**config.mk**
```make
export PLATFORM = sky130hd
export DESIGN_NAME = escape_sequence_key_decoder_core
export DESIGN_NICKNAME = d
export VERILOG_FILES = /design/src/sv/eskd_pkg.sv /design/src/sv/escape_sequence_key_decoder_core.sv /design/src/sv/eskd_useq.sv
export SDC_FILE = /design/constraint.sdc
export NUM_CORES = 1
export LEC_CHECK = 0
export ABC_CLOCK_PERIOD_IN_PS = 9600
export BUFFER_PORTS_ARGS = -buffer_cell sky130_fd_sc_hd__buf_2
export CAP_MARGIN = 25
export CORE_AREA = 2 2 160 162
export DETAILED_ROUTE_END_ITERATION = 8
export DIE_AREA = 0 0 162 164
export GPL_ROUTABILITY_DRIVEN = 0
export PLACE_DENSITY_LB_ADDON = 0.08
export SYNTH_ARGS = -nofsm -noshare
export SYNTH_HDL_FRONTEND = slang
export SYNTH_SLANG_ARGS = --single-unit
```
**constraint.sdc**
```tcl
create_clock -name clk_i -period 9.6 [get_ports clk_i]
set_input_delay 1.44 -clock clk_i [delete_from_list [all_inputs] [get_ports clk_i]]
set_output_delay 1.44 -clock clk_i [all_outputs]
set_load 0.01 [all_outputs]
```
**src/sv/eskd_pkg.sv**
```systemverilog
// ----------------------------------------------------------------------------
// eskd_pkg
// Shared types, constants, parse tables and helper functions for the
// escape sequence key decoder.
// ----------------------------------------------------------------------------
`default_nettype none

package eskd_pkg;

  localparam int BufDepth = 32;
  localparam int AddrW    = $clog2(BufDepth);
  localparam int FillW    = $clog2(BufDepth + 1);
  localparam int NumKeys  = 22;
  localparam int PfxLen   = 4;
  localparam int CmpW     = (FillW > 5) ? FillW : 5;

  localparam logic [4:0] LimitReset = 5'd31;
  localparam logic [7:0] ChOne      = 8'h31;
  localparam logic [7:0] ChTwo      = 8'h32;
  localparam logic [7:0] ChEight    = 8'h38;

  typedef enum logic [2:0] {
    EV_LB, EV_SEMI, EV_NUM, EV_LETTER, EV_TILDE, EV_OH, EV_EXC
  } ev_e;

  typedef enum logic [3:0] {
    ACT_FIRST, ACT_SWITCH, ACT_TOMETA, ACT_TOCM, ACT_CODE, ACT_MLET, ACT_MCODE,
    ACT_MOPT, ACT_DONE, ACT_OPT, ACT_BAD, ACT_EXC, ACT_ONE
  } act_e;

  // parser transition table: [parse state][byte class]
  localparam act_e ActTable [8][7] = '{
    '{ACT_FIRST, ACT_BAD,    ACT_BAD,    ACT_BAD,  ACT_BAD,  ACT_OPT, ACT_EXC},
    '{ACT_BAD,   ACT_BAD,    ACT_SWITCH, ACT_DONE, ACT_BAD,  ACT_BAD, ACT_EXC},
    '{ACT_BAD,   ACT_TOMETA, ACT_ONE,    ACT_BAD,  ACT_BAD,  ACT_BAD, ACT_EXC},
    '{ACT_BAD,   ACT_BAD,    ACT_MLET,   ACT_BAD,  ACT_BAD,  ACT_BAD, ACT_EXC},
    '{ACT_BAD,   ACT_BAD,    ACT_BAD,    ACT_DONE, ACT_BAD,  ACT_BAD, ACT_EXC},
    '{ACT_BAD,   ACT_TOCM,   ACT_CODE,   ACT_BAD,  ACT_DONE, ACT_BAD, ACT_EXC},
    '{ACT_BAD,   ACT_BAD,    ACT_MCODE,  ACT_BAD,  ACT_BAD,  ACT_BAD, ACT_EXC},
    '{ACT_BAD,   ACT_BAD,    ACT_MOPT,   ACT_DONE, ACT_BAD,  ACT_BAD, ACT_EXC}
  };

  // key patterns, first character in the low byte
  localparam logic [31:0] KeyPat [NumKeys] = '{
    32'h0000_415B, 32'h0000_425B, 32'h0000_435B, 32'h0000_445B,
    32'h0000_465B, 32'h0000_485B,
    32'h007E_325B, 32'h007E_335B, 32'h007E_355B, 32'h007E_365B,
    32'h0000_504F, 32'h0000_514F, 32'h0000_524F, 32'h0000_534F,
    32'h7E35_315B, 32'h7E37_315B, 32'h7E38_315B, 32'h7E39_315B,
    32'h7E30_325B, 32'h7E31_325B, 32'h7E33_325B, 32'h7E34_325B
  };

  localparam logic [2:0] KeyLen [NumKeys] = '{
    3'd2, 3'd2, 3'd2, 3'd2, 3'd2, 3'd2,
    3'd3, 3'd3, 3'd3, 3'd3,
    3'd2, 3'd2, 3'd2, 3'd2,
    3'd4, 3'd4, 3'd4, 3'd4, 3'd4, 3'd4, 3'd4, 3'd4
  };

  // microprogram steps
  typedef enum logic [3:0] {
    ST_WAIT, ST_EXEC, ST_PUTC, ST_TEST, ST_MATCH, ST_READ, ST_PUSH, ST_LOOP,
    ST_CLEAR
  } step_e;

  typedef enum logic [2:0] {
    OP_NOP, OP_LATCH, OP_EXEC, OP_PUTC, OP_MATCH, OP_READ, OP_PUSH, OP_CLEAR
  } op_e;

  typedef enum logic [2:0] {
    C_ALWAYS, C_ACCEPT, C_SECOND, C_NOTDONE, C_STALL, C_MORE
  } cond_e;

  typedef struct packed {
    logic  in_rdy;
    op_e   op;
    cond_e cond;
    step_e target;
    step_e next;
  } uword_t;

  typedef struct packed {
    logic accept;
    logic second;
    logic notdone;
    logic stall;
    logic more;
  } flags_t;

  function automatic ev_e classify(input logic kind, input logic [7:0] c);
    ev_e ev;
    if (kind || c == 8'h00)                        ev = EV_EXC;
    else if (c == 8'h5B)                           ev = EV_LB;
    else if (c == 8'h3B)                           ev = EV_SEMI;
    else if (c == 8'h7E)                           ev = EV_TILDE;
    else if (c == 8'h4F)                           ev = EV_OH;
    else if (c >= 8'h30 && c <= 8'h39)             ev = EV_NUM;
    else if ((c >= 8'h61 && c <= 8'h7A) || (c >= 8'h41 && c <= 8'h5A))
                                                   ev = EV_LETTER;
    else                                           ev = EV_EXC;
    return ev;
  endfunction

  function automatic logic [2:0] meta_of(input logic [7:0] c);
    logic [7:0] diff;
    diff = c - ChOne;
    return (c >= ChTwo && c <= ChEight) ? diff[2:0] : 3'd0;
  endfunction

  function automatic logic [4:0] match_key(input logic [PfxLen-1:0][7:0] pfx,
                                           input logic [FillW-1:0]        fill);
    logic [4:0]  key;
    logic [31:0] mask;
    key = 5'd0;
    // descending so the first pattern in the list wins
    for (int i = NumKeys - 1; i >= 0; i--) begin
      mask = (KeyLen[i] == 3'd2) ? 32'h0000_FFFF :
             (KeyLen[i] == 3'd3) ? 32'h00FF_FFFF : 32'hFFFF_FFFF;
      if (fill == FillW'(KeyLen[i]) && ((pfx & mask) == KeyPat[i])) begin
        key = 5'(i + 1);
      end
    end
    return key;
  endfunction

endpackage

`default_nettype wire

```
**src/sv/escape_sequence_key_decoder_core.sv**
```systemverilog
// ----------------------------------------------------------------------------
// escape_sequence_key_decoder_core
// Parses the bytes after an ESC into cursor, edit and function keys; unmatched
// sequences hand their text back one character per result.
// ----------------------------------------------------------------------------
//  channel   dir  handshake                     payload
//  s_axis    in   s_axis_tvalid/s_axis_tready   tdata rx_byte, tuser kind
//  m_axis    out  m_axis_tvalid/m_axis_tready   tdata key/meta/len/char,
//                                               tuser has_char, tlast last
//  cfg       in   cfg_valid_i/cfg_ready_o       text_limit
//
//  A byte that does not finish a sequence passes the wait, execute and test
//  steps, or wait, execute and the extra store step for a code byte after
//  "[1". A finished sequence then runs the match step, the read, push and
//  loop steps per result (one read of the single text store port each), and
//  the clear step. Output stalls hold the emit step; the next byte is taken
//  after the final loop and clear steps. Reset: idle parser, text_limit 31.
// ----------------------------------------------------------------------------
`default_nettype none

module escape_sequence_key_decoder_core (
  input  wire logic        clk_i,
  input  wire logic        rst_ni,
  input  wire logic        s_axis_tvalid,
  output logic             s_axis_tready,
  input  wire logic [7:0]  s_axis_tdata,   // [7:0] rx_byte
  input  wire logic        s_axis_tuser,   // [0] kind
  output logic             m_axis_tvalid,
  input  wire logic        m_axis_tready,
  output logic [23:0]      m_axis_tdata,   // [4:0] key_code, [7:5] meta_code,
                                           // [12:8] text_len, [20:13] text_char
  output logic             m_axis_tuser,   // [0] has_char
  output logic             m_axis_tlast,
  input  wire logic        cfg_valid_i,
  output logic             cfg_ready_o,
  input  wire logic [4:0]  cfg_data_i
);
  import eskd_pkg::*;

  uword_t ctrl;
  flags_t flags;

  eskd_useq u_useq (
    .clk_i   (clk_i),
    .rst_ni  (rst_ni),
    .flags_i (flags),
    .ctrl_o  (ctrl)
  );

  // control state
  logic [4:0]       limit_q;
  logic [2:0]       pstate_q, pstate_d;
  logic [FillW-1:0] fill_q, fill_d;
  logic [2:0]       mod_q, mod_d;
  logic             too_long_q, too_long_d;
  logic             done_q, done_d;
  logic             try_q, try_d;
  logic [4:0]       k_q;
  logic             ovalid_q;

  // datapath payload
  logic [7:0]              byte_q;
  ev_e                     ev_q;
  logic [PfxLen-1:0][7:0]  pfx_q;
  logic [7:0]              mem [BufDepth];
  logic [7:0]              rd_q;
  logic [4:0]              key_q;
  logic [4:0]              len_q;
  logic [23:0]             odata_q;
  logic                    ohas_q;
  logic                    olast_q;

  act_e             act;
  logic             put_en;
  logic [7:0]       put_val;
  logic             put_ok;
  logic             accept;
  logic             load;
  logic [4:0]       key_d;
  logic [CmpW-1:0]  base;
  logic [4:0]       len_d;

  assign accept = s_axis_tvalid & ctrl.in_rdy;
  assign act    = ActTable[pstate_q][ev_q];
  assign load   = (ctrl.op == OP_PUSH) && (!ovalid_q || m_axis_tready);
  assign put_ok = fill_q < FillW'(BufDepth);

  assign flags.accept  = accept;
  assign flags.second  = (ctrl.op == OP_EXEC) && (act == ACT_ONE);
  assign flags.notdone = !done_q;
  assign flags.stall   = ovalid_q && !m_axis_tready;
  assign flags.more    = (len_q != 5'd0) && (k_q < len_q);

  // parser step
  always_comb begin
    pstate_d = pstate_q;
    mod_d    = mod_q;
    done_d   = done_q;
    try_d    = try_q;
    put_en   = 1'b0;
    put_val  = byte_q;
    unique case (ctrl.op)
      OP_EXEC: begin
        done_d = 1'b0;
        try_d  = 1'b0;
        unique case (act)
          ACT_FIRST:  begin put_en = 1'b1; pstate_d = 3'd1; end
          ACT_SWITCH: begin
            if (byte_q == ChOne) begin
              pstate_d = 3'd2;
            end else begin
              put_en   = 1'b1;
              pstate_d = 3'd5;
            end
          end
          ACT_TOMETA: pstate_d = 3'd3;
          ACT_TOCM:   pstate_d = 3'd6;
          ACT_CODE:   begin put_en = 1'b1; pstate_d = 3'd5; end
          ACT_MLET:   begin mod_d = meta_of(byte_q); pstate_d = 3'd4; end
          ACT_MCODE:  begin mod_d = meta_of(byte_q); pstate_d = 3'd5; end
          ACT_MOPT:   begin mod_d = meta_of(byte_q); pstate_d = 3'd7; end
          ACT_DONE:   begin put_en = 1'b1; done_d = 1'b1; try_d = 1'b1; end
          ACT_OPT:    begin put_en = 1'b1; pstate_d = 3'd7; end
          ACT_BAD:    begin put_en = 1'b1; done_d = 1'b1; end
          ACT_EXC:    done_d = 1'b1;
          ACT_ONE:    begin put_en = 1'b1; put_val = ChOne; pstate_d = 3'd5; end
          default:    done_d = 1'b1;
        endcase
      end
      OP_PUTC: put_en = 1'b1;  // byte after the implied '1'
      OP_CLEAR: begin
        pstate_d = 3'd0;
        mod_d    = 3'd0;
        done_d   = 1'b0;
        try_d    = 1'b0;
      end
      default: ;
    endcase
  end

  always_comb begin
    fill_d     = fill_q;
    too_long_d = too_long_q;
    if (ctrl.op == OP_CLEAR) begin
      fill_d     = '0;
      too_long_d = 1'b0;
    end else if (put_en) begin
      if (put_ok) fill_d = fill_q + 1'b1;
      else        too_long_d = 1'b1;
    end
  end

  // key match and text length
  always_comb begin
    key_d = (try_q && !too_long_q) ? match_key(pfx_q, fill_q) : 5'd0;
    base  = (key_d != 5'd0) ? '0 : CmpW'(fill_q);
    len_d = (base > CmpW'(limit_q)) ? limit_q : base[4:0];
  end

  always_ff @(posedge clk_i or negedge rst_ni) begin
    if (!rst_ni) begin
      limit_q    <= LimitReset;
      pstate_q   <= 3'd0;
      fill_q     <= '0;
      mod_q      <= 3'd0;
      too_long_q <= 1'b0;
      done_q     <= 1'b0;
      try_q      <= 1'b0;
      k_q        <= 5'd0;
      ovalid_q   <= 1'b0;
    end else begin
      if (cfg_valid_i) limit_q <= cfg_data_i;
      pstate_q   <= pstate_d;
      fill_q     <= fill_d;
      mod_q      <= mod_d;
      too_long_q <= too_long_d;
      done_q     <= done_d;
      try_q      <= try_d;
      if (ctrl.op == OP_MATCH) k_q <= 5'd0;
      else if (load)           k_q <= k_q + 5'd1;
      if (load)               ovalid_q <= 1'b1;
      else if (m_axis_tready) ovalid_q <= 1'b0;
    end
  end

  always_ff @(posedge clk_i) begin
    if (accept) begin
      byte_q <= s_axis_tdata;
      ev_q   <= classify(s_axis_tuser, s_axis_tdata);
    end
    if (put_en && put_ok) begin
      mem[fill_q[AddrW-1:0]] <= put_val;
      if (fill_q < FillW'(PfxLen)) pfx_q[fill_q[1:0]] <= put_val;
    end
    if (ctrl.op == OP_READ) rd_q <= mem[AddrW'(k_q)];
    if (ctrl.op == OP_MATCH) begin
      key_q <= key_d;
      len_q <= len_d;
    end
    if (load) begin
      odata_q <= {3'd0, (len_q == 5'd0) ? 8'd0 : rd_q, len_q, mod_q, key_q};
      ohas_q  <= len_q != 5'd0;
      olast_q <= (len_q == 5'd0) || (k_q + 5'd1 == len_q);
    end
  end

  assign s_axis_tready = ctrl.in_rdy;
  assign cfg_ready_o   = 1'b1;
  assign m_axis_tvalid = ovalid_q;
  assign m_axis_tdata  = odata_q;
  assign m_axis_tuser  = ohas_q;
  assign m_axis_tlast  = olast_q;

endmodule

`default_nettype wire

```
**src/sv/eskd_useq.sv**
```systemverilog
// ----------------------------------------------------------------------------
// eskd_useq
// Microprogram sequencer: step counter, control store and conditional jumps.
// ----------------------------------------------------------------------------
`default_nettype none

module eskd_useq (
  input  wire logic            clk_i,
  input  wire logic            rst_ni,
  input  wire eskd_pkg::flags_t flags_i,
  output eskd_pkg::uword_t     ctrl_o
);
  import eskd_pkg::*;

  step_e  step_q, step_d;
  uword_t uw;
  logic   take;

  // control store
  always_comb begin
    unique case (step_q)
      ST_WAIT:  uw = '{1'b1, OP_LATCH, C_ACCEPT,  ST_EXEC,  ST_WAIT};
      ST_EXEC:  uw = '{1'b0, OP_EXEC,  C_SECOND,  ST_PUTC,  ST_TEST};
      ST_PUTC:  uw = '{1'b0, OP_PUTC,  C_ALWAYS,  ST_WAIT,  ST_WAIT};
      ST_TEST:  uw = '{1'b0, OP_NOP,   C_NOTDONE, ST_WAIT,  ST_MATCH};
      ST_MATCH: uw = '{1'b0, OP_MATCH, C_ALWAYS,  ST_READ,  ST_READ};
      ST_READ:  uw = '{1'b0, OP_READ,  C_ALWAYS,  ST_PUSH,  ST_PUSH};
      ST_PUSH:  uw = '{1'b0, OP_PUSH,  C_STALL,   ST_PUSH,  ST_LOOP};
      ST_LOOP:  uw = '{1'b0, OP_NOP,   C_MORE,    ST_READ,  ST_CLEAR};
      ST_CLEAR: uw = '{1'b0, OP_CLEAR, C_ALWAYS,  ST_WAIT,  ST_WAIT};
      default:  uw = '{1'b0, OP_NOP,   C_ALWAYS,  ST_WAIT,  ST_WAIT};
    endcase
  end

  always_comb begin
    unique case (uw.cond)
      C_ALWAYS:  take = 1'b1;
      C_ACCEPT:  take = flags_i.accept;
      C_SECOND:  take = flags_i.second;
      C_NOTDONE: take = flags_i.notdone;
      C_STALL:   take = flags_i.stall;
      C_MORE:    take = flags_i.more;
      default:   take = 1'b1;
    endcase
    step_d = take ? uw.target : uw.next;
  end

  always_ff @(posedge clk_i or negedge rst_ni) begin
    if (!rst_ni) begin
      step_q <= ST_WAIT;
    end else begin
      step_q <= step_d;
    end
  end

  assign ctrl_o = uw;

endmodule

`default_nettype wire
```
* Yosys cells after proc, flatten, opt, wreduce, memory -nomap -nowiden
Memory sizes are Yosys's and may differ from the RTL's. A register that Yosys moved wholly into a read port is not among the register bits.
Index checks and enable logic that the tools add are counted.
** Operators by class
- Add/sub/neg operators :: 3
- Reductions and logical operators :: 62
- Multipliers :: 0
- $lt $le $gt $ge :: 16
- Shift-type cells :: 0
- Eq/ne operators :: 56
- Divide/modulo/power cells :: 0
- Muxes and demuxes :: 68
- Bitwise operators :: 3
** Operator list (number)
- == test 32 x 31 -> 1 bit (second input constant) :: 8
- == test 16 x 15 -> 1 bit (second input constant) :: 10
- two-way mux 5 bit :: 26
- == test 24 x 23 -> 1 bit (second input constant) :: 4
- two-way mux 28 bit :: 2
- logical AND 1 bit :: 33
- bitwise mux 32 bit :: 1
- two-way mux 3 bit :: 9
- == test 8 x 7 -> 1 bit (second input constant) :: 3
- two-way mux 6 bit :: 4
- two-way mux 8 bit :: 3
- one-hot mux 3 bit (7 select lines) :: 1
- == test 3 bit (second input constant) :: 6
- demux 8 bit (select 2 bit) :: 1
- == test 4 x 3 -> 1 bit (second input constant) :: 4
- == test 4 bit (second input constant) :: 4
- == test 8 x 6 -> 1 bit (second input constant) :: 2
- >= comparator 8 x 6 -> 1 bit (second input constant) :: 2
- >= comparator 8 x 7 -> 1 bit (second input constant) :: 2
- <= comparator 8 x 6 -> 1 bit (second input constant) :: 2
- <= comparator 8 x 7 -> 1 bit (second input constant) :: 2
- binary-select mux 4 bit (select 3 bit) :: 1
- == test 3 x 2 -> 1 bit (second input constant) :: 4
- == test 6 x 2 -> 1 bit (second input constant) :: 2
- 37 further kinds :: 72
** Storage, ports and cells
- ROM bits :: 448
- Input bits :: 19
- Memory bits (writable) :: 256
- Output and inout bits :: 29
- Memories :: 3
- Register bits :: 106
- Latch bits :: 0
- Logic and storage cells :: 234
** Memory list
- mem :: words 32, width 8, rd ports 1, clocked after Yosys merged registers in 1, wr ports 1, line escape_sequence_key_decoder_core.sv:65 : logic [7:0] mem [BufDepth];
- (name not given) :: words 8, width 28, rd ports 1, clocked after Yosys merged registers in 0, wr ports 0, line escape_sequence_key_decoder_core.sv:84 : assign act = ActTable[pstate_q][ev_q];
- (name not given) :: words 16, width 14, rd ports 1, clocked after Yosys merged registers in 0, wr ports 0, line eskd_useq.sv:21 : unique case (step_q)

* Depth between registers and ports, before layout
Gate-level depths: netlist of the first run.
- Depth in word-level cells :: 29
- Mapped depth :: 18
- Mapped depth without buffers :: 17

* Modules after synthesis
Synthesis of the first run repeated with hierarchy kept, for this count alone.
** Second synthesis, totals
- Cells, all modules :: 971
- Area, all modules :: 16126.7 sq um
** Modules (own cells, without submodules)
- escape_sequence_key_decoder_core :: area an instance 15584.9 sq um, instances 1, cells an instance 914, seq. area each 10866.7 sq um
- eskd_useq :: area an instance 541.8 sq um, instances 1, cells an instance 57, seq. area each 100.1 sq um

* Least setup slack after synthesis of the first run
OpenSTA, ideal clock, no wires.
- Kind :: reg2reg
- From :: reg pfx_q[10] (netlist bit)
- To :: reg len_q[0] (data pin)
- Cell stages (with the launch flop) :: 18
- Data required time :: 9.334 ns
- Period minus slack after synthesis :: 3.571 ns
- Setup time :: 0.266 ns
- Buffers on the path :: 3
- Arrival time :: 3.306 ns
- Slack :: 6.029 ns
- Cell sequence :: edfxtp_1 > buf_6 > or4b_1 > buf_2 > o22ai_1 > a21oi_1 > or3b_4 > a31oi_4 > a2111o_1 > nor2_1 > ha_1 > nor2b_1 > o21ai_0 > nand2b_1 > a21oi_1 > o21a_1 > clkbuf_1 > o22ai_1
** On the way
- Longest elaborated chain between the ends :: 29
- Elaborated cells on any way between the ends :: 71
- Classes of those cells :: order compare (1); eq/ne (22); mux (25); reduce/logical (23)
** RTL lines
- start: declaration :: line escape_sequence_key_decoder_core.sv:64 : logic [PfxLen-1:0][7:0] pfx_q;
- start signal: indexed assignment :: line escape_sequence_key_decoder_core.sv:193 : if (fill_q < FillW'(PfxLen)) pfx_q[fill_q[1:0]] <= put_val;
- == test 32 x 31 -> 1 bit :: line eskd_pkg.sv:119 : if (fill == FillW'(KeyLen[i]) && ((pfx & mask) == KeyPat[i])) begin
- logical AND 1 bit :: line eskd_pkg.sv:119
- two-way mux 5 bit (21 in a row) :: line eskd_pkg.sv:119
- two-way mux 5 bit * :: line eskd_pkg.sv:119
- two-way mux 5 bit * :: line escape_sequence_key_decoder_core.sv:155 : key_d = (try_q && !too_long_q) ? match_key(pfx_q, fill_q) : 5'd0;
- net key_d[2] :: line escape_sequence_key_decoder_core.sv:79 : logic [4:0] key_d;
- nonzero test 5 bit * :: line escape_sequence_key_decoder_core.sv:156 : base = (key_d != 5'd0) ? '0 : CmpW'(fill_q);
- two-way mux 6 bit * :: line escape_sequence_key_decoder_core.sv:156
- > comparator 6 x 5 -> 1 bit :: line escape_sequence_key_decoder_core.sv:157 : len_d = (base > CmpW'(limit_q)) ? limit_q : base[4:0];
- two-way mux 5 bit * :: line escape_sequence_key_decoder_core.sv:157
- net len_d[0] :: line escape_sequence_key_decoder_core.sv:81 : logic [4:0] len_d;
- end signal: assignment :: line escape_sequence_key_decoder_core.sv:198 : len_q <= len_d;
- end: declaration :: line escape_sequence_key_decoder_core.sv:68 : logic [4:0] len_q;
Mark *: on every way through the listed nets, which the timed path passes. The rest lies on a longest branch.
A chain may end at the register's enable or synchronous reset.

* Worst setup path after layout of the first run
- From :: reg fill_q[0]
- To :: reg len_q[4] (data pin)
** On the way
- Longest elaborated chain between the ends :: 29
- Elaborated cells on any way between the ends :: 52
- Classes of those cells :: order compare (1); eq/ne (3); mux (25); reduce/logical (23)
** RTL lines
- start: declaration :: line escape_sequence_key_decoder_core.sv:53 : logic [FillW-1:0] fill_q, fill_d;
- start signal: assignment :: line escape_sequence_key_decoder_core.sv:174 : fill_q <= fill_d;
- == test 6 x 3 -> 1 bit :: line eskd_pkg.sv:119
- logical AND 1 bit :: line eskd_pkg.sv:119
- two-way mux 5 bit (21 in a row) :: line eskd_pkg.sv:119
- two-way mux 5 bit * :: line eskd_pkg.sv:119
- two-way mux 5 bit * :: line escape_sequence_key_decoder_core.sv:155
- net key_d[2] :: line escape_sequence_key_decoder_core.sv:79
- nonzero test 5 bit * :: line escape_sequence_key_decoder_core.sv:156
- two-way mux 6 bit * :: line escape_sequence_key_decoder_core.sv:156
- > comparator 6 x 5 -> 1 bit :: line escape_sequence_key_decoder_core.sv:157
- two-way mux 5 bit * :: line escape_sequence_key_decoder_core.sv:157
- net len_d[4] :: line escape_sequence_key_decoder_core.sv:81
Marked as above.

==> metrics.txt, run 1 <==
# TYPE chip_impl_metric gauge
chip_impl_metric{name="grt_residual_overflow",unit=""} 0
chip_impl_metric{name="cts_buffer_depth",unit=""} 3
chip_impl_metric{name="numPlacedInstances",unit=""} 1300
chip_impl_metric{name="dr_wl_met3",unit="um"} 2460
chip_impl_info{name="setup.worst_path.class",value="flop to flop"} 1
chip_impl_metric{name="seq_power_share",unit=""} 0.456
chip_impl_metric{name="layout-area-overhead-vs-synth",unit="%"} 10.7
chip_impl_metric{name="yosys.area_share.adder",unit=""} 0.0219
chip_impl_metric{name="timing.critical_path.arrival",unit="ns"} 4.24
chip_impl_metric{name="synthesis.yosys.warnings",unit=""} 0
chip_impl_metric{name="cts_made_buffers",unit=""} 37
chip_impl_metric{name="synth_cells",unit=""} 961
chip_impl_metric{name="dr.pass1.iters",unit=""} 5
chip_impl_metric{name="fp.coreArea",unit="sq um"} 24800
chip_impl_metric{name="wire_length_of_the_first_global_routing_pass",unit="um"} 51400
chip_impl_info{name="synth_top_family_by_area",value="multiplexers"} 1
chip_impl_metric{name="synth_xor_xnor_area_share",unit=""} 0.00547
chip_impl_metric{name="power.clock.fraction",unit=""} 0.292
chip_impl_metric{name="avgViaCountPerCell",unit=""} 6.47
chip_impl_metric{name="initial_drc_count",unit=""} 1062
chip_impl_metric{name="die_height",unit="um"} 164
chip_impl_info{name="post-synth-top-area-cell",value="edfxtp_1"} 1
chip_impl_metric{name="crit_fanout",unit=""} 10
chip_impl_info{name="commonest_cells_after_routing_fill_and_taps_aside",value="340 x edfxtp_1, 81 x mux4_2, 64 x nor2_1"} 1
chip_impl_metric{name="finalNonFillerCells",unit=""} 1366
chip_impl_metric{name="clock_period_minus_worst_slack",unit="ns"} 4.00
chip_impl_info{name="grt_setup_unrepaired",value="no"} 1
chip_impl_metric{name="timing.max_slew.rel_slack",unit=""} 0.350
chip_impl_metric{name="combinationalPowerShare",unit=""} 0.252
chip_impl_metric{name="portion_of_netlist_area_occupied_by_mux_cells",unit=""} 0.126
chip_impl_metric{name="finalSetupViolCount",unit=""} 0
chip_impl_metric{name="buffer_ports.inserted",unit=""} 43
chip_impl_metric{name="p_int",unit="W"} 0.00333
chip_impl_metric{name="insertion_delay",unit="ns"} 0.52
chip_impl_metric{name="htreeDepth",unit=""} 2
chip_impl_metric{name="fin_skew",unit="ns"} 0.0188
chip_impl_metric{name="detailed_placement_hpwl",unit="um"} 20800
chip_impl_metric{name="cts-hold-fix-buffers",unit=""} 0
chip_impl_metric{name="drc",unit=""} 0
chip_impl_metric{name="seq_area_frac_synth",unit=""} 0.685
chip_impl_metric{name="post-cts-setup-buffers",unit=""} 0
chip_impl_metric{name="power_leakage",unit="nW"} 5.88
chip_impl_metric{name="max_slew.worst_pin.slew",unit="ns"} 0.975
chip_impl_metric{name="starting_density_of_the_core",unit=""} 0.645
chip_impl_metric{name="asyncSetResetFlopFracSynth",unit=""} 0.0811
chip_impl_metric{name="ys_seq_elements",unit=""} 370
chip_impl_metric{name="row_count",unit=""} 58
chip_impl_metric{name="hold_viol",unit=""} 0
chip_impl_metric{name="antenna-diode-count",unit=""} 0
chip_impl_metric{name="drv_slew",unit=""} 0
chip_impl_info{name="holdCritStartpoint",value="key_q[3]$_DFFE_PN_"} 1
chip_impl_metric{name="ant_nets",unit=""} 0
chip_impl_metric{name="maxCapViolations",unit=""} 0
chip_impl_metric{name="fin_crit_sh",unit=""} 0.416
chip_impl_metric{name="drt-wirelength-per-cell",unit="um"} 24.5
chip_impl_metric{name="route.layer.met1.wl",unit="um"} 14400
chip_impl_metric{name="synth_area_per_cell",unit="sq um"} 16.7
chip_impl_metric{name="pwr_density_cell",unit="nW/um^2"} 267
chip_impl_metric{name="critical_path.n_buffers_inverters",unit=""} 1
chip_impl_metric{name="clk_transition_reported_paths",unit="ns"} 0.06
chip_impl_metric{name="maximum_number_of_pins_on_one_net_before_global_route_repair",unit=""} 69
chip_impl_info{name="crit_path_cells",value="inv_1, ha_1, nor4b_1, nand4_1, or2_0, o21ai_1, a31oi_4, a2111o_1, nor2_1, ha_1, nor2b_1, o21ai_0, nand2b_1, a21oi_1, o21a_1, o21ai_0"} 1
chip_impl_metric{name="antenna_violations_before_repair",unit=""} 0
chip_impl_metric{name="mapped_area",unit="sq um"} 16000
chip_impl_metric{name="post_synth_and_or_nand_nor_area_fraction",unit=""} 0.0874
chip_impl_info{name="regToRegStartpoint",value="fill_q[0]$_DFFE_PN0P_"} 1
chip_impl_info{name="run_status",value="complete, no violations"} 1
chip_impl_info{name="cp_top_family",value="compound AO/OA/AOI/OAI gates"} 1
chip_impl_metric{name="synth_unique_cells",unit=""} 86
chip_impl_metric{name="fp.dieArea",unit="sq um"} 26600
chip_impl_metric{name="globalRouteTotalUtil",unit=""} 0.262
chip_impl_metric{name="ir_drop",unit="mV"} 0.146
chip_impl_metric{name="detailroute.wirelength.met2",unit="um"} 15900
chip_impl_info{name="hold_class",value="flop to flop"} 1
chip_impl_metric{name="first_global_vias",unit=""} 8631
chip_impl_info{name="crit_path_start_kind",value="flop"} 1
chip_impl_info{name="postSynth.topFlopCell",value="edfxtp_1"} 1
chip_impl_metric{name="power.switching",unit="W"} 0.00142
chip_impl_metric{name="register_to_register_setup_slack",unit="ns"} 5.60
chip_impl_metric{name="die_w",unit="um"} 162
chip_impl_metric{name="totalNegativeSetupSlack",unit="ns"} 0
chip_impl_metric{name="synth-compound-area-share",unit=""} 0.0521
chip_impl_info{name="layout.cells.most_common",value="edfxtp_1"} 1
chip_impl_metric{name="fmax",unit="GHz"} 0.250
chip_impl_metric{name="detailroute.via_count",unit=""} 8835
chip_impl_metric{name="cts_resized",unit=""} 0
chip_impl_metric{name="wp_data_required",unit="ns"} 9.84
chip_impl_metric{name="num_io_pins",unit=""} 48
chip_impl_metric{name="switching_share",unit=""} 0.299
chip_impl_info{name="top_signal_layer_used",value="met4"} 1
chip_impl_metric{name="routed_wl",unit="um"} 33400
chip_impl_metric{name="cts.sink_count",unit=""} 370
chip_impl_info{name="clk_root_buffer_cell",value="clkbuf_16"} 1
chip_impl_info{name="worstSetupStartpoint",value="fill_q[0]$_DFFE_PN0P_"} 1
chip_impl_metric{name="fraction_of_final_layout_cells_with_drive_strength_greater_than_1",unit=""} 0.225
chip_impl_info{name="post_synth_main_area_contributors",value="edfxtp_1 64%, mux4_2 11%, dfrtp_1 3.9%"} 1
chip_impl_metric{name="slowest_delay",unit="ns"} 0.47
chip_impl_metric{name="final_stage_net_count",unit=""} 1057
chip_impl_metric{name="synth_largest_type_area_fraction",unit=""} 0.637
chip_impl_info{name="end_kind",value="flop"} 1
chip_impl_info{name="cts_tree",value="done"} 1
chip_impl_info{name="cp_slowest_cell",value="dfrtp_1"} 1
chip_impl_metric{name="synth_edf_count",unit=""} 340
## kinds of logic after synthesis
family,count (synthesis)
other,2
AND/OR/NAND/NOR,255
adder cells (fa/ha/maj),28
XOR/XNOR,10
AO/OA/AOI/OAI,116
buffers and inverters,81
multiplexers,99
flip-flops,370
## flip-flops by register name, summed over array words and instances (netlist names), 5 cells and up
register / count
mem: 256
pfx_q: 32
m_axis_tdata: 21
byte_q: 8
rd_q: 8
fill_q: 6
k_q: 5
key_q: 5
len_q: 5
limit_q: 5
## Yosys cell counts (9+ instances only)
cell      number
dfrtp_1       25
inv_1         31
mux2_2         9
clkbuf_1      21
nand4_1       10
edfxtp_1     340
nand2_1       47
nor3_1        12
nor2b_1       27
a21oi_1       22
nor2_1        65
ha_1          28
nand2b_1       9
mux4_2        81
buf_1          9
nand3_1       17
o21ai_0       26
buf_2         11
## final timing paths
| path | end | cells after the start |
|---|---|---|
| max in group asynchronous | k_q[0]$_DFFE_PN0P_ | 1 |
| setup / recovery | len_q[4]$_DFFE_PN_ | 16 |
| hold reg to reg | m_axis_tdata[3]$_DFFE_PP_ | 0 |
| hold / removal | m_axis_tdata[3]$_DFFE_PP_ | 0 |
| min in group asynchronous | pstate_q[1]$_DFFE_PN0P_ | 1 |
| setup reg to reg | len_q[4]$_DFFE_PN_ | 16 |
## power by group through the flow
| stage | logic, W | registers (W) | clock network [W] |
|---|---|---|---|
| after detailed placement | 0.00117 | 0.00220 | 0 |
| after global placement | 0.00116 | 0.00219 | 0 |
| after CTS | 0.00119 | 0.00217 | 0.00140 |
| after global routing | 0.00129 | 0.00219 | 0.00146 |
| final | 0.00119 | 0.00216 | 0.00138 |
| after floorplan | 0.000890 | 0.00212 | 0 |
## final cells by class
class,instances,area (sq um)
clock buffer,45,977
timing repair buffer,57,340
tap,330,413
inverter,32,120
fill,1582,7090
sequential,370,11000
multi-input combinational,512,4730
clock inverter,20,180
## stage by stage
| stage | power, W | cell area (sq um) | util | setup slack [ns] | hold WS (ns) |
|---|---|---|---|---|---|
| floorplan | 0.00301 | 16000 | - | 6.03 | 0.400 |
| finish | 0.00474 | 17700 | 0.714 | 5.60 | 0.417 |
| global placement | 0.00335 | 16500 | 0.667 | 5.80 | 0.402 |
| CTS | 0.00475 | 17700 | 0.713 | 5.62 | 0.420 |
| detailed placement | 0.00337 | 16500 | 0.667 | 5.63 | 0.410 |
| global route | 0.00494 | 17700 | 0.714 | 5.24 | 0.439 |
## routing by layer
metal,up-vias,GRT usage
met4,0,0.0672
met1,4504,0.392
met5,-,0
met3,57,0.0485
met2,386,0.408
li1,3888,-
No activity file was read; power rests on OpenSTA's default activity.
==> run 2: changes to the inputs <==
--- a/config.mk
+++ b/config.mk
@@ -5,12 +5,12 @@
 export SDC_FILE = /design/constraint.sdc
 export NUM_CORES = 1
 export LEC_CHECK = 0
-export ABC_CLOCK_PERIOD_IN_PS = 9600
+export ABC_CLOCK_PERIOD_IN_PS = 3970
 export BUFFER_PORTS_ARGS = -buffer_cell sky130_fd_sc_hd__buf_2
 export CAP_MARGIN = 25
-export CORE_AREA = 2 2 160 162
+export CORE_AREA = 2 2 164 166
 export DETAILED_ROUTE_END_ITERATION = 8
-export DIE_AREA = 0 0 162 164
+export DIE_AREA = 0 0 166 168
 export GPL_ROUTABILITY_DRIVEN = 0
 export PLACE_DENSITY_LB_ADDON = 0.08
 export SYNTH_ARGS = -nofsm -noshare
==> constraint.sdc (replaced) <==
create_clock -name clk_i -period 3.97 [get_ports clk_i]
set_input_delay 0.5955 -clock clk_i [delete_from_list [all_inputs] [get_ports clk_i]]
set_output_delay 0.5955 -clock clk_i [all_outputs]
set_load 0.01 [all_outputs]
==> metrics.txt, run 2 (synthesized netlist as in run 1, its figures left out) <==
# TYPE chip_impl_metric gauge
chip_impl_metric{name="maximum_number_of_pins_on_one_net_before_global_route_repair",unit=""} 66
chip_impl_metric{name="p_int",unit="W"} 0.00827
chip_impl_metric{name="power.clock.fraction",unit=""} 0.297
chip_impl_metric{name="area_of_all_placed_cells_without_fillers",unit="sq um"} 18200
chip_impl_metric{name="seq_power_share",unit=""} 0.444
chip_impl_metric{name="routed_wl",unit="um"} 31800
chip_impl_metric{name="starting_density_of_the_core",unit=""} 0.608
chip_impl_metric{name="fp.coreArea",unit="sq um"} 26400
chip_impl_metric{name="wire_length_of_the_first_global_routing_pass",unit="um"} 50200
chip_impl_info{name="critPathMostFrequentCell",value="ha_1"} 1
chip_impl_metric{name="largest_register_ffs",unit=""} 256
chip_impl_info{name="r2r_end",value="len_q[2]$_DFFE_PN_"} 1
chip_impl_metric{name="hold_viol",unit=""} 0
chip_impl_metric{name="die_w",unit="um"} 166
chip_impl_metric{name="drv_slew",unit=""} 0
chip_impl_metric{name="maxCapViolations",unit=""} 0
chip_impl_metric{name="row_count",unit=""} 60
chip_impl_metric{name="fin_crit_sh",unit=""} 0.947
chip_impl_metric{name="first_global_vias",unit=""} 8806
chip_impl_metric{name="layout.core_utilization",unit=""} 0.692
chip_impl_info{name="end_kind",value="flop"} 1
chip_impl_metric{name="pwr_density_cell",unit="nW/um^2"} 639
chip_impl_metric{name="timing.critical_path.arrival",unit="ns"} 4.12
chip_impl_metric{name="antenna-diode-count",unit=""} 0
chip_impl_metric{name="layout.filler_cells",unit=""} 1692
chip_impl_metric{name="initial_drc_count",unit=""} 834
chip_impl_metric{name="switching_share",unit=""} 0.291
chip_impl_metric{name="globalRouteTotalUtil",unit=""} 0.234
chip_impl_metric{name="die_height",unit="um"} 168
chip_impl_info{name="layout.cells.most_common",value="edfxtp_1"} 1
chip_impl_metric{name="layout-area-overhead-vs-synth",unit="%"} 13.9
chip_impl_metric{name="combinationalPowerShare",unit=""} 0.259
chip_impl_metric{name="detailed_placement_hpwl",unit="um"} 20800
chip_impl_info{name="cp_slowest_cell",value="dfrtp_1"} 1
chip_impl_metric{name="num_io_pins",unit=""} 48
chip_impl_metric{name="htreeDepth",unit=""} 2
chip_impl_metric{name="finalSetupViolCount",unit=""} 0
chip_impl_metric{name="totalNegativeSetupSlack",unit="ns"} 0
chip_impl_info{name="setup.worst_path.class",value="flop to flop"} 1
chip_impl_metric{name="avgViaCountPerCell",unit=""} 6.13
chip_impl_info{name="crit_path_cells",value="inv_1, ha_1, nand3_1, nor4_4, or3b_1, a41oi_2, a2111o_1, nor2_1, ha_1, nor2b_1, o21ai_0, nand2b_1, a21oi_1, o21a_2, nand2_1, o22ai_1"} 1
chip_impl_metric{name="ir_drop",unit="mV"} 0.536
chip_impl_metric{name="register_to_register_setup_slack",unit="ns"} 0.21
chip_impl_metric{name="clock_period_minus_worst_slack",unit="ns"} 3.76
chip_impl_metric{name="fmax",unit="GHz"} 0.266
chip_impl_metric{name="drc",unit=""} 0
chip_impl_info{name="hold_class",value="input pin to asynchronous set/reset pin"} 1
chip_impl_metric{name="ant_nets",unit=""} 0
chip_impl_metric{name="wp_data_required",unit="ns"} 4.33
chip_impl_info{name="commonest_cells_after_routing_fill_and_taps_aside",value="340 x edfxtp_1, 81 x mux4_2, 64 x nor2_1"} 1
chip_impl_metric{name="crit_fanout",unit=""} 6
chip_impl_metric{name="instance_area_after_placement",unit="sq um"} 17000
chip_impl_metric{name="power.switching",unit="W"} 0.00339
chip_impl_metric{name="insertion_delay",unit="ns"} 0.53
chip_impl_metric{name="fraction_of_final_layout_cells_with_drive_strength_greater_than_1",unit=""} 0.274
chip_impl_metric{name="timing.max_slew.rel_slack",unit=""} 0.422
chip_impl_metric{name="cts_made_buffers",unit=""} 36
chip_impl_metric{name="detailroute.via_count",unit=""} 8741
chip_impl_metric{name="buffer_ports.inserted",unit=""} 43
chip_impl_metric{name="power_leakage",unit="nW"} 6.22
chip_impl_metric{name="fin_skew",unit="ns"} 0.0150
chip_impl_info{name="crit_path_start_kind",value="flop"} 1
chip_impl_metric{name="r2r_cells",unit=""} 16
chip_impl_metric{name="fp.dieArea",unit="sq um"} 27900
chip_impl_metric{name="cts.sink_count",unit=""} 370
chip_impl_info{name="clk_root_buffer_cell",value="clkbuf_16"} 1
chip_impl_metric{name="final_stage_net_count",unit=""} 1108
chip_impl_metric{name="slowest_delay",unit="ns"} 0.44
chip_impl_metric{name="dr.pass1.iters",unit=""} 5
chip_impl_metric{name="max_slew.worst_pin.slew",unit="ns"} 0.866
chip_impl_info{name="cts_tree",value="done"} 1
chip_impl_info{name="run_status",value="complete, no violations"} 1
chip_impl_metric{name="cts_buffer_depth",unit=""} 3
chip_impl_metric{name="grt_residual_overflow",unit=""} 0
chip_impl_info{name="regToRegStartpoint",value="fill_q[1]$_DFFE_PN0P_"} 1
chip_impl_metric{name="antenna_violations_before_repair",unit=""} 0
chip_impl_metric{name="overall_power_consumption",unit="W"} 0.0117
chip_impl_metric{name="drt-wirelength-per-cell",unit="um"} 22.3
chip_impl_metric{name="clk_transition_reported_paths",unit="ns"} 0.06
==> run 2: area by class of cell <==
cell class,count,area [sq um],share of cell area
timing repair buffer,108,741,0.0406
sequential,370,11000,0.601
multi-input combinational,513,4790,0.262
clock buffer,41,920,0.0504
clock inverter,21,280,0.0154
inverter,32,120,0.00658
tap,341,427,0.0234
==> run 2: power groups by stage <==
stage               registers (W)  logic, W  clock network (W)
finish                    0.00517   0.00302            0.00346
CTS                       0.00517   0.00302            0.00354
detailed placement        0.00525   0.00300                  0
floorplan                 0.00514   0.00215                  0
global route              0.00523   0.00329            0.00368
global placement          0.00524   0.00297                  0
==> run 2: worst max-delay path by stage <==
stage | end | slack, ns | start
final | len_q[2]$_DFFE_PN_ | 0.21 | fill_q[1]$_DFFE_PN0P_
after detailed placement | len_q[0]$_DFFE_PN_ | 0.14 | pfx_q[11]$_DFFE_PP_
after CTS | len_q[2]$_DFFE_PN_ | 0.09 | pfx_q[11]$_DFFE_PP_
after global placement | len_q[3]$_DFFE_PN_ | 0.25 | pfx_q[11]$_DFFE_PP_
after global routing | len_q[0]$_DFFE_PN_ | -0.002 | fill_q[1]$_DFFE_PN0P_
after floorplan | len_q[0]$_DFFE_PN_ | 0.40 | pfx_q[10]$_DFFE_PP_
==> run 2: per-layer routing <==
metal | vias up | wire length [um] | track usage
met2 | 216 | 15500 | 0.381
li1 | 3989 | - | -
met3 | 51 | 1680 | 0.0353
met5 | - | 0 | 0
met1 | 4485 | 14000 | 0.341
met4 | 0 | 656 | 0.0563
==> run 2: metrics by stage <==
step / cells / setup WS, ns / hold WS [ns]
after floorplan: 963 / 0.399 / 0.300
after global placement: 1362 / 0.246 / 0.403
after global routing: 1426 / -0.00203 / 0.192
after CTS: 1424 / 0.0931 / 0.167
final: 1426 / 0.211 / 0.145
after detailed placement: 1362 / 0.141 / 0.405
==> run 2: what timing repair did <==
item / in CTS / in global routing
endpoints found under the setup margin: 0 / 5
resized for setup: 0 / 10
endpoints found under the hold margin: 0 / 0
buffers inserted: 0 / 1
hold buffers: 0 / 0
==> run 2: critical path, delay by kind of cell, from the launching register on <==
family	cells	cell delay (ns)
AOI/OAI and AO/OA	6	1.15
adders and majority gates	2	0.51
buffers and inverters	1	0.15
DFF	1	0.44
and+or+nand+nor	7	1.35
==> run 3: changes to the inputs <==
--- a/config.mk
+++ b/config.mk
@@ -8,11 +8,12 @@
 export ABC_CLOCK_PERIOD_IN_PS = 3970
 export BUFFER_PORTS_ARGS = -buffer_cell sky130_fd_sc_hd__buf_2
 export CAP_MARGIN = 25
-export CORE_AREA = 2 2 164 166
+export CORE_AREA = 2 2 162 164
+export CTS_BUF_LIST = sky130_fd_sc_hd__clkbuf_4
 export DETAILED_ROUTE_END_ITERATION = 8
-export DIE_AREA = 0 0 166 168
+export DIE_AREA = 0 0 164 166
 export GPL_ROUTABILITY_DRIVEN = 0
-export PLACE_DENSITY_LB_ADDON = 0.08
+export PLACE_DENSITY = 0.82
 export SYNTH_ARGS = -nofsm -noshare
 export SYNTH_HDL_FRONTEND = slang
 export SYNTH_SLANG_ARGS = --single-unit
==> metrics.txt, run 3 (synthesized netlist as in run 1, its figures left out) <==
# TYPE chip_impl_metric gauge
chip_impl_info{name="run_status",value="complete, no violations"} 1
chip_impl_metric{name="hold_viol",unit=""} 0
chip_impl_metric{name="wp_data_required",unit="ns"} 4.54
chip_impl_metric{name="final_stage_net_count",unit=""} 1164
chip_impl_metric{name="die_w",unit="um"} 164
chip_impl_metric{name="initial_drc_count",unit=""} 1131
chip_impl_metric{name="detailroute.via_count",unit=""} 9398
chip_impl_metric{name="drv_slew",unit=""} 0
chip_impl_metric{name="dpl_worst_slack",unit="ns"} 0.160
chip_impl_metric{name="largest_register_ffs",unit=""} 256
chip_impl_metric{name="totalNegativeSetupSlack",unit="ns"} 0
chip_impl_metric{name="cts_buffer_depth",unit=""} 3
chip_impl_metric{name="whs",unit="ns"} 0.0802
chip_impl_metric{name="max_slew.worst_pin.slew",unit="ns"} 1.05
chip_impl_info{name="commonest_cells_after_routing_fill_and_taps_aside",value="340 x edfxtp_1, 134 x clkbuf_4, 81 x mux4_2"} 1
chip_impl_info{name="cts_tree",value="done"} 1
chip_impl_metric{name="pwr_density_cell",unit="nW/um^2"} 631
chip_impl_metric{name="finalNonFillerCells",unit=""} 1526
chip_impl_metric{name="fin_crit_sh",unit=""} 0.946
chip_impl_info{name="cp_slowest_cell",value="edfxtp_1"} 1
chip_impl_metric{name="crit_fanout",unit=""} 10
chip_impl_metric{name="cts.sink_count",unit=""} 370
chip_impl_info{name="layout.cells.most_common",value="edfxtp_1"} 1
chip_impl_metric{name="final_critical_path_setup_slack",unit="ns"} 0.216
chip_impl_info{name="clk_root_buffer_cell",value="clkbuf_4"} 1
chip_impl_info{name="setup.worst_path.class",value="flop to flop"} 1
chip_impl_metric{name="holdPathStages",unit=""} 1
chip_impl_metric{name="num_io_pins",unit=""} 48
chip_impl_metric{name="globalRouteTotalUtil",unit=""} 0.260
chip_impl_metric{name="r2r_cells",unit=""} 15
chip_impl_metric{name="clk_transition_reported_paths",unit="ns"} 0.07
chip_impl_metric{name="drc",unit=""} 0
chip_impl_info{name="hold_class",value="input pin to flop"} 1
chip_impl_metric{name="routed_wl",unit="um"} 33800
chip_impl_metric{name="timing.max_slew.rel_slack",unit=""} 0.298
chip_impl_metric{name="drt-wirelength-per-cell",unit="um"} 22.1
chip_impl_metric{name="maximum_number_of_pins_on_one_net_before_global_route_repair",unit=""} 70
chip_impl_metric{name="layout-area-overhead-vs-synth",unit="%"} 13.9
chip_impl_metric{name="clock_period_minus_worst_slack",unit="ns"} 3.75
chip_impl_metric{name="first_global_vias",unit=""} 9577
chip_impl_metric{name="fp.coreArea",unit="sq um"} 25600
chip_impl_metric{name="dr.pass1.iters",unit=""} 5
chip_impl_info{name="r2r_end",value="len_q[2]$_DFFE_PN_"} 1
chip_impl_metric{name="buffer_ports.inserted",unit=""} 43
chip_impl_metric{name="htreeDepth",unit=""} 3
chip_impl_metric{name="die_height",unit="um"} 166
chip_impl_metric{name="numPlacedInstances",unit=""} 1355
chip_impl_metric{name="fmax",unit="GHz"} 0.266
chip_impl_metric{name="grt_residual_overflow",unit=""} 0
chip_impl_metric{name="timing.critical_path.arrival",unit="ns"} 4.32
chip_impl_metric{name="wire_length_of_the_first_global_routing_pass",unit="um"} 53000
chip_impl_metric{name="cts_made_buffers",unit=""} 93
chip_impl_metric{name="layout.core_utilization",unit=""} 0.712
chip_impl_metric{name="maxCapViolations",unit=""} 0
chip_impl_metric{name="insertion_delay",unit="ns"} 0.74
chip_impl_info{name="regToRegStartpoint",value="pfx_q[2]$_DFFE_PP_"} 1
chip_impl_metric{name="avgViaCountPerCell",unit=""} 6.16
chip_impl_info{name="min_delay_worst_endpoint",value="byte_q[6]$_DFFE_PP_"} 1
chip_impl_metric{name="detailed_placement_hpwl",unit="um"} 21500
chip_impl_metric{name="multi_input_comb_area",unit="sq um"} 4750
chip_impl_metric{name="starting_density_of_the_core",unit=""} 0.625
chip_impl_metric{name="layout.filler_cells",unit=""} 1517
chip_impl_metric{name="slowest_delay",unit="ns"} 0.43
chip_impl_info{name="end_kind",value="flop"} 1
chip_impl_info{name="crit_path_cells",value="and4bb_1, nand4_1, nor4_4, or3b_1, a41oi_2, a2111o_1, nor2_1, ha_1, nor2b_1, o21ai_0, nand2b_1, a21oi_1, o21a_2, nand2_1, o22ai_1"} 1
chip_impl_metric{name="fin_skew",unit="ns"} 0.0528
chip_impl_metric{name="power_leakage",unit="nW"} 6.33
chip_impl_metric{name="ir_drop",unit="mV"} 0.392
chip_impl_metric{name="finalSetupViolCount",unit=""} 0
chip_impl_metric{name="register_area",unit="sq um"} 11000
chip_impl_info{name="crit_path_start_kind",value="flop"} 1
chip_impl_metric{name="fp.dieArea",unit="sq um"} 27200
chip_impl_metric{name="register_to_register_setup_slack",unit="ns"} 0.22
chip_impl_info{name="grt_setup_unrepaired",value="no"} 1
chip_impl_metric{name="ant_nets",unit=""} 0
chip_impl_metric{name="row_count",unit=""} 59
chip_impl_metric{name="antenna_violations_before_repair",unit=""} 1
chip_impl_info{name="holdCritStartpoint",value="s_axis_tdata[6]"} 1
chip_impl_metric{name="fraction_of_final_layout_cells_with_drive_strength_greater_than_1",unit=""} 0.322
==> run 3: how the worst max path moves through the flow <==
stage | start | to | slack (ns)
floorplan | pfx_q[10]$_DFFE_PP_ | len_q[0]$_DFFE_PN_ | 0.40
finish | pfx_q[2]$_DFFE_PP_ | len_q[2]$_DFFE_PN_ | 0.22
global route | fill_q[0]$_DFFE_PN0P_ | len_q[2]$_DFFE_PN_ | 0.005
detailed placement | fill_q[0]$_DFFE_PN0P_ | len_q[2]$_DFFE_PN_ | 0.16
global placement | fill_q[0]$_DFFE_PN0P_ | len_q[4]$_DFFE_PN_ | 0.29
CTS | pfx_q[2]$_DFFE_PP_ | len_q[2]$_DFFE_PN_ | 0.11
==> run 3: critical path, delay by kind of cell, from the launching register on <==
family                     cells  cell delay (ns)
DFF                            1             0.43
AOI/OAI and AO/OA              6             1.19
and+or+nand+nor                8             1.70
adders and majority gates      1             0.29
==> run 3: final cells by class <==
cell class | instances | area share
antenna | 1 | 0.000137
clock buffer | 134 | 0.0551
clock inverter | 34 | 0.0126
inverter | 32 | 0.00658
multi-input combinational | 512 | 0.261
sequential | 370 | 0.601
tap | 335 | 0.0230
timing repair buffer | 108 | 0.0405
==> run 3: routing by layer <==
| metal | GRT usage | share of wire | up-vias |
|---|---|---|---|
| met3 | 0.0672 | 0.10 | 55 |
| met5 | 0 | 0 | - |
| met1 | 0.358 | 0.39 | 4676 |
| li1 | - | - | 4170 |
| met4 | 0.0828 | 0.017 | 0 |
| met2 | 0.412 | 0.49 | 497 |
==> run 3: repair_timing <==
action / in CTS / in global routing
hold buffers: 1 / 0
buffers inserted: 0 / 1
resized for setup: 0 / 6
endpoints found under the setup margin: 0 / 7
endpoints found under the hold margin: 25 / 0
==> run 3: metrics by stage <==
stage	instance area [sq um]	total power [W]
CTS	18200	0.0115
global placement	16900	0.00816
detailed placement	17000	0.00825
global route	18200	0.0121
finish	18200	0.0115
floorplan	16000	0.00729
==> run 3: where the power goes <==
| part | switching, W | internal, W |
|---|---|---|
| combinational | 0.00172 | 0.00131 |
| sequential | 0.000298 | 0.00489 |
| clock | 0.00153 | 0.00176 |
